$ cat src/hw/rtl/assert_macros.svh
// Assertion helpers used by the sorted record table unit.
// Every check is sampled on the rising edge of clock and is off while reset is high.
`ifndef ASSERT_MACROS_SVH
`define ASSERT_MACROS_SVH

// The property must be true in every cycle.
`define ASSERT_HOLDS(label, prop, msg) \
   label: assert property (@(posedge clock) disable iff (reset) (prop)) else $error(msg);

// When the antecedent is true, the consequent must be true in the same cycle.
`define ASSERT_IMPLIES(label, ante, cons, msg) \
   label: assert property (@(posedge clock) disable iff (reset) (ante) |-> (cons)) \
      else $error(msg);

// When the antecedent is true, the consequent must be true in the next cycle.
`define ASSERT_NEXT(label, ante, cons, msg) \
   label: assert property (@(posedge clock) disable iff (reset) (ante) |=> (cons)) \
      else $error(msg);

`endif

$ cat src/hw/rtl/srt_pkg.sv
`timescale 1ns / 1ps

package srt_pkg;

   localparam int unsigned KEY_W   = 64;
   localparam int unsigned PHONE_W = 64;
   localparam int unsigned BIRTH_W = 27;
   localparam int unsigned MONTH_W = 7;

   // Operation codes of the input item.
   localparam logic [1:0] ACT_INSERT = 2'd0;
   localparam logic [1:0] ACT_DELETE = 2'd1;
   localparam logic [1:0] ACT_LIST   = 2'd2;
   localparam logic [1:0] ACT_FIND   = 2'd3;

   // Status codes of a result.
   localparam logic [2:0] ST_DONE     = 3'd0;
   localparam logic [2:0] ST_FULL     = 3'd1;
   localparam logic [2:0] ST_EMPTY    = 3'd2;
   localparam logic [2:0] ST_NOTFOUND = 3'd3;
   localparam logic [2:0] ST_RECORD   = 3'd4;
   localparam logic [2:0] ST_NOMATCH  = 3'd5;

   // The month is (birth mod 10000) / 100, which equals (birth / 100) mod 100.
   localparam int unsigned MOD_DIV = 10000;
   localparam int unsigned MON_DIV = 100;

   // A division by 100 is a shift right by two and a multiplication by the reciprocal
   // of 25; the result is exact for every dividend below 2^30.
   localparam int unsigned RECIP_SHIFT = 30;
   localparam logic [25:0] RECIP_25    = 26'd42949673;

   typedef struct packed {
      logic [1:0]         action;
      logic [KEY_W-1:0]   name_key;
      logic [PHONE_W-1:0] phone_digits;
      logic [BIRTH_W-1:0] birth_date;
      logic [MONTH_W-1:0] month_query;
   } req_type;

   typedef struct packed {
      logic [2:0]         status;
      logic [KEY_W-1:0]   out_name;
      logic [PHONE_W-1:0] out_phone;
      logic [BIRTH_W-1:0] out_birth;
      logic               last;
   } rsp_type;

   // One table entry; the birth month is kept next to the date for the find scan.
   typedef struct packed {
      logic [MONTH_W-1:0] month;
      logic [BIRTH_W-1:0] birth;
      logic [PHONE_W-1:0] phone;
      logic [KEY_W-1:0]   name;
   } rec_type;

endpackage

$ cat src/hw/rtl/srt_month_unit.sv
`timescale 1ns / 1ps

module srt_month_unit (
   input  logic                            clock,
   input  logic                            reset,
   input  logic                            start,
   input  logic [srt_pkg::BIRTH_W-1:0]     birth,
   output logic                            done,
   output logic [srt_pkg::MONTH_W-1:0]     month
);

   // birth / 100 fits in 21 bits and birth / 10000 in 15 bits.
   localparam int unsigned HI_W = srt_pkg::BIRTH_W - 2;
   localparam int unsigned R_W  = $bits(srt_pkg::RECIP_25);
   localparam int unsigned Q1_W = 21;
   localparam int unsigned Q2_W = 15;
   localparam int unsigned P1_W = HI_W + R_W;
   localparam int unsigned P2_W = Q1_W - 2 + R_W;

   logic                          stage1_ff;
   logic                          stage2_ff;
   logic                          done_ff;
   logic [Q1_W-1:0]               quo1_ff, quo1_in;
   logic [Q1_W-1:0]               quo1_dly_ff;
   logic [Q2_W-1:0]               quo2_ff, quo2_in;
   logic [srt_pkg::MONTH_W-1:0]   month_ff, month_in;

   logic [P1_W-1:0]               prod1;
   logic [P2_W-1:0]               prod2;
   logic [Q1_W-1:0]               diff;

   // Three stages: birth / 100, then that quotient / 100, then the remainder of the
   // second division, which is the month.
   always_comb begin
      prod1    = P1_W'(birth[srt_pkg::BIRTH_W-1:2]) * P1_W'(srt_pkg::RECIP_25);
      quo1_in  = prod1[srt_pkg::RECIP_SHIFT +: Q1_W];
      prod2    = P2_W'(quo1_ff[Q1_W-1:2]) * P2_W'(srt_pkg::RECIP_25);
      quo2_in  = prod2[srt_pkg::RECIP_SHIFT +: Q2_W];
      diff     = quo1_dly_ff - Q1_W'(quo2_ff) * Q1_W'(srt_pkg::MON_DIV);
      month_in = diff[srt_pkg::MONTH_W-1:0];
   end

   always_ff @(posedge clock) begin
      if (reset) begin
         stage1_ff <= 1'b0;
         stage2_ff <= 1'b0;
         done_ff   <= 1'b0;
      end else begin
         stage1_ff <= start;
         stage2_ff <= stage1_ff;
         done_ff   <= stage2_ff;
      end
      if (start) begin
         quo1_ff <= quo1_in;
      end
      if (stage1_ff) begin
         quo2_ff     <= quo2_in;
         quo1_dly_ff <= quo1_ff;
      end
      if (stage2_ff) begin
         month_ff <= month_in;
      end
   end

   assign done  = done_ff;
   assign month = month_ff;

endmodule

$ cat config.mk
export PLATFORM = sky130hd
export DESIGN_NAME = srt_month_unit
export DESIGN_NICKNAME = d
export VERILOG_FILES = /design/src/hw/rtl/assert_macros.svh /design/src/hw/rtl/srt_pkg.sv /design/src/hw/rtl/srt_month_unit.sv
export SDC_FILE = /design/constraint.sdc
export NUM_CORES = 1
export LEC_CHECK = 0
export BUFFER_PORTS_ARGS = -buffer_cell sky130_fd_sc_hd__buf_2
export CORE_MARGIN = 2
export CORE_UTILIZATION = 47
export CTS_CLUSTER_SIZE = 14
export DETAILED_ROUTE_END_ITERATION = 10
export GPL_ROUTABILITY_DRIVEN = 0
export PLACE_DENSITY = 0.68
export SYNTH_ARGS = -nofsm -noshare
export SYNTH_HDL_FRONTEND = slang
export SYNTH_SLANG_ARGS = --single-unit
export TNS_END_PERCENT = 1
$ cat constraint.sdc
create_clock -name clock -period 14.7 [get_ports clock]
set_input_delay 2.205 -clock clock [delete_from_list [all_inputs] [get_ports clock]]
set_output_delay 2.205 -clock clock [all_outputs]
set_load 0.005 [all_outputs]
* Word-level counts from Yosys, hierarchy flattened
Index checks and enable logic that the tools add are counted.
** Word-level totals
- Flip-flop bits (word level) :: 53
- Bits of input ports :: 30
- Output and inout bits :: 8
- Logic and storage cells :: 11
** Operators by class
- $add $sub $neg :: 1
- Multipliers :: 3
** Operators with widths (number)
- $mul A25 B26 Y51 const B :: 1
- $mul A19 B26 Y45 const B :: 1
- $mul A15 B5 Y5 const B :: 1
- $sub A7 B7 Y7 :: 1

* Depth between registers and ports, before layout
- Word-level depth :: 2
- Gate-level depth with buffers :: 24
- Gate-level depth less buffers :: 24

* Worst setup path before layout
No wires, ideal clock.
- Path type :: in2reg
- From :: input birth[10] in the netlist's numbering
- To :: register quo1_ff[14] (data pin)
- Setup time :: 280 ps
- Arrival :: 7833 ps
- Required time :: 14420 ps
- Setup slack :: 6587 ps
- Stages on the path :: 21
- Buffers on the path :: 0
- Path through :: inv_1 fa_1 inv_1 fa_1 inv_1 fa_1 inv_1 fa_1 fa_1 fa_1 inv_1 fa_1 inv_1 ha_1 nand4_1 or3_1 a311oi_2 o21bai_1 a31oi_1 o21a_1 o311ai_2
** Between the ends
- Longest elaborated chain between the ends :: 1
** RTL lines
- from (decl) :: RTL line srt_month_unit.sv:7 : input logic [srt_pkg::BIRTH_W-1:0] birth,
- $mul A25 B26 Y51 :: RTL line srt_month_unit.sv:35 : prod1 = P1_W'(birth[srt_pkg::BIRTH_W-1:2]) * P1_W'(srt_pkg::RECIP_25);
- net prod1[44] :: RTL line srt_month_unit.sv:28 : logic [P1_W-1:0] prod1;
- to (signal assigned) :: RTL line srt_month_unit.sv:54 : quo1_ff <= quo1_in;
- to (decl) :: RTL line srt_month_unit.sv:23 : logic [Q1_W-1:0] quo1_ff, quo1_in;
The timed path passes the listed nets, and every way through them passes these cells.
A chain may end at the register's enable or synchronous reset.

* Worst setup path after layout
Ends and elaborated chain as after synthesis.

==> metrics.md <==
| Metric | Value |
|---|---|
| WS Path Type | `in -> reg` |
| Hold Path End | `month[1]` |
| Row count | `70` |
| Syn Inst Count | `between 1,500 and 2,000` |
| # fillers | `around 3,300` |
| Post-CTS sizing | `0` |
| Core area | `approximately 37,000 µm²` |
| Hold Vio Cnt, Final | `0` |
| # H-tree levels | `2` |
| WHS Path Cells | `0` |
| Vias in the first global route | `12,056` |
| Die Wd | `just under 200 µm` |
| Register area share after synthesis | `0.07207` |
| Die area | `between 30,000 and 40,000 µm²` |
| Hold Buf Count CTS | `0` |
| Worst-path cell chain | `buf_2, inv_1, fa_1, inv_1, fa_1, inv_1, fa_1, inv_1, fa_1, fa_1, fa_1, inv_1, fa_1, inv_1, ha_1, nand4_1, or3_1, a311oi_2, o21bai_1, a31oi_1, o21a_1, o311ai_2` |
| Port bufs | `35` |
| Post-synth EDFFs | `40` |
| Die height | `slightly below 200 µm` |
| Hold Path Origin | `quo1_dly_ff[1]` |
| Worst-path clk slew | `~0.06 ns` |
| Required time worst endpoint | `14.71 ns` |
| Outcome | `finished clean` |
| Initial antenna violation count | `0` |
| CTS Root Cell | `clkbuf_16` |
| Worst r2r src | `quo1_ff[13]` |
| Initial DRC count | `between 500 and 600` |
| Gr usage total | `0.2070` |
| Synthesized flop and latch total | `43` |
| Crit path top cell by count | `fa_1` |
| Post-route ant nets | `0` |
| Critical Path Fanout Max | `9` |
| WHS | `between 0.4 and 0.5 ns` |
| CP max stage delay | `around 0.57 ns` |
| Postcts setup bufs | `0` |
| Clk_skew | `roughly 0.0036 ns` |
| Layout cells sized above 1 | `0.03192` |
| Type of the most critical hold path | `reg -> reg` |
| Shortest period the worst path allows | `about 9.0 ns` |
| Reg2reg path depth | `19` |
| Unique masters post-synth | `51` |
| Initial Util | `0.4780` |
| Crit start category | `input port` |
| IO Count | `38` |
| Pins Over Slew Limit | `0` |
| Syn. warnings | `0` |
| # DRC | `0` |
| CTS Buf Count | `5` |
| CTS tree | `yes` |
| Longest Clk Path Bufs | `2` |
| Detailed Routing Iterations Pass 1 | `5` |
| Worst EP arrival | `roughly 9.0 ns` |
| Crit-path slowest cell | `a311oi_2` |
| R2R Path End | `quo2_ff[4]` |
| Detail Placement HPWL | `approximately 34 mm` |
| First-pass GRT wire length | `about 62 mm` |
| Mapped Nets | `between 2,000 and 2,500` |
| Finish-stage setup viols | `0` |
| Worst reg-to-reg setup slack | `about 8.0 ns` |
| Synth Cell Area | `17,500 µm²` |
| RSZ-0062 raised after global routing | `false` |
| DR WL/cell | `16.96 µm` |
| Primary FF master, synth | `edfxtp_1` |
| Largest net degree at the start of global routing | `23` |
| GRT overflow | `0` |
| Layout Area Growth over Synthesis | `5.169%` |
| Slew headroom | `0.5467` |
| Vias per inst | `5.041` |
| CP Capture Type | `flop` |
| Synth Area per Inst | `approximately 10 µm²` |
| Number of max-cap violations | `0` |
| Routed via count | `around 11,000` |
| Total negative slack | `0 ns` |
| F_max | `~110 MHz` |
| TritonCTS Sinks | `43` |
| Ant diodes | `0` |
| Asr flop ratio synth | `0` |
| Total Routed Length | `about 37 mm` |
| NumNets Final | `~2,500` |
| Clk_lat worst skew | `0.28 ns` |
| Worst Max-Slew Pin Slew | `just under 0.7 ns` |
| Tcrit/Tclk final | `0.6143` |
per-stage QoR:
| stage | utilization | std cells | area (µm²) | setup slack (ns) |
|---|---|---|---|---|
| 3_5_place_dp | 0.4986 | 2183 | 18260 | 5.375 |
| 4_1_cts | 0.5027 | 2191 | 18400 | 5.646 |
| 2_1_floorplan | - | 1681 | 17500 | 6.587 |
| 6_report | 0.5027 | 2191 | 18400 | 5.670 |
| 3_3_place_gp | 0.4986 | 2183 | 18260 | 5.489 |
| 5_1_grt | 0.5027 | 2191 | 18400 | 5.375 |
routing by layer:
metal | wire (µm) | global-route usage
met1 | 17090 | 0.2896
met2 | 17970 | 0.3553
met3 | 1369 | 0.01985
met4 | 733 | 0.03564
met5 | 0 | 0
layout make-up:
| type | count | area [µm²] | share of cell area |
|---|---|---|---|
| timing repair buffer | 35 | 175.2 | 0.009518 |
| tap | 468 | 585.6 | 0.03182 |
| clock inverter | 3 | 23.77 | 0.001292 |
| inverter | 628 | 2357 | 0.1281 |
| multi-input combinational | 1009 | 13880 | 0.7540 |
| sequential | 43 | 1261 | 0.06853 |
| clock buffer | 5 | 125.1 | 0.006799 |
worst max-delay path by stage:
| stage | start | to | slack, ns | cells after the start |
|---|---|---|---|---|
| finish | birth[10] | quo1_ff[14] | 5.67 | 22 |
| global route | birth[10] | quo1_ff[14] | 5.37 | 22 |
| CTS | birth[10] | quo1_ff[14] | 5.65 | 22 |
| detailed placement | birth[10] | quo1_ff[14] | 5.37 | 22 |
| global placement | birth[10] | quo1_ff[14] | 5.49 | 22 |
| floorplan | birth[10] | quo1_ff[14] | 6.59 | 21 |
synth_stat cells (3+ instances only):
library cell / instances / share of area
nor2_1: 18 / 0.0039
and2_1: 4 / 0.0014
a31oi_1: 4 / 0.0014
or3_1: 3 / 0.0011
a221oi_1: 3 / 0.0015
o21a_1: 4 / 0.0017
a211oi_1: 9 / 0.0039
o21bai_1: 4 / 0.0017
dfxtp_1: 3 / 0.0034
inv_1: 628 / 0.13
edfxtp_1: 40 / 0.069
nor3_1: 11 / 0.0031
and3_1: 3 / 0.0011
and3_2: 4 / 0.0017
fa_1: 355 / 0.41
ha_1: 409 / 0.29
nand4_1: 10 / 0.0036
o21ai_0: 11 / 0.0031
o22ai_1: 3 / 0.0011
nand2_1: 15 / 0.0032
a21oi_1: 27 / 0.0077
a21o_1: 28 / 0.012
nand3_1: 9 / 0.0026
nor2b_1: 4 / 0.0014
o211ai_1: 4 / 0.0017
xor2_1: 5 / 0.0025
xnor2_1: 31 / 0.016
a211o_1: 4 / 0.0020
kinds of logic (layout without fill, tap and decap cells):
kind of cell / after synthesis / count (layout) / synth area share
buffers and inverters: 629 / 671 / 0.1350
and+or+nand+nor: 90 / 90 / 0.02688
AOI/OAI and AO/OA: 119 / 119 / 0.04948
DFF: 43 / 43 / 0.07207
adders and majority gates: 764 / 764 / 0.6986
xor gates and xnor gates: 36 / 36 / 0.01802
registers in the layout, indices dropped and copies added (netlist names):
register and count:
done 1, month 7, quo1_dly_ff 7, quo1_ff 21
quo2_ff 5, stage1_ff 1, stage2_ff 1
critical path: cells and delay by family:
kind / cells / cell delay, ns
buffers and inverters: 7 / 0.74
and+or+nand+nor: 2 / 0.67
adders and majority gates: 8 / 4.01
AOI/OAI and AO/OA: 5 / 1.42
placed cells by master, fill, tap and decap left out, drive strengths merged, types with 2 or more instances in the layout:
| cell | synthesis | final |
|---|---|---|
| o31a | 2 | 2 |
| a31oi | 4 | 4 |
| o21bai | 4 | 4 |
| a211oi | 9 | 9 |
| o311ai | 5 | 5 |
| nand2 | 15 | 15 |
| a211o | 4 | 4 |
| o211ai | 4 | 4 |
| nor2b | 4 | 4 |
| buf | 1 | 35 |
| a21oi | 27 | 27 |
| o21a | 4 | 4 |
| o21ai | 14 | 14 |
| ha | 409 | 409 |
| edfxtp | 40 | 40 |
| o22ai | 3 | 3 |
| nand3 | 9 | 9 |
| clkinvlp | 0 | 2 |
| dfxtp | 3 | 3 |
| nor2 | 19 | 19 |
| o2111a | 2 | 2 |
| xnor2 | 31 | 31 |
| clkbuf | 0 | 5 |
| nand4 | 10 | 10 |
| inv | 628 | 629 |
| and2 | 4 | 4 |
| and4 | 2 | 2 |
| xor2 | 5 | 5 |
| and3 | 7 | 7 |
| a21o | 28 | 28 |
| nor3 | 11 | 11 |
| a221oi | 4 | 4 |
| or3 | 3 | 3 |
| fa | 355 | 355 |
Power is left out: the tool's default activity adds up to more than one toggle a clock period on the data nets, which glitch-free logic cannot reach.
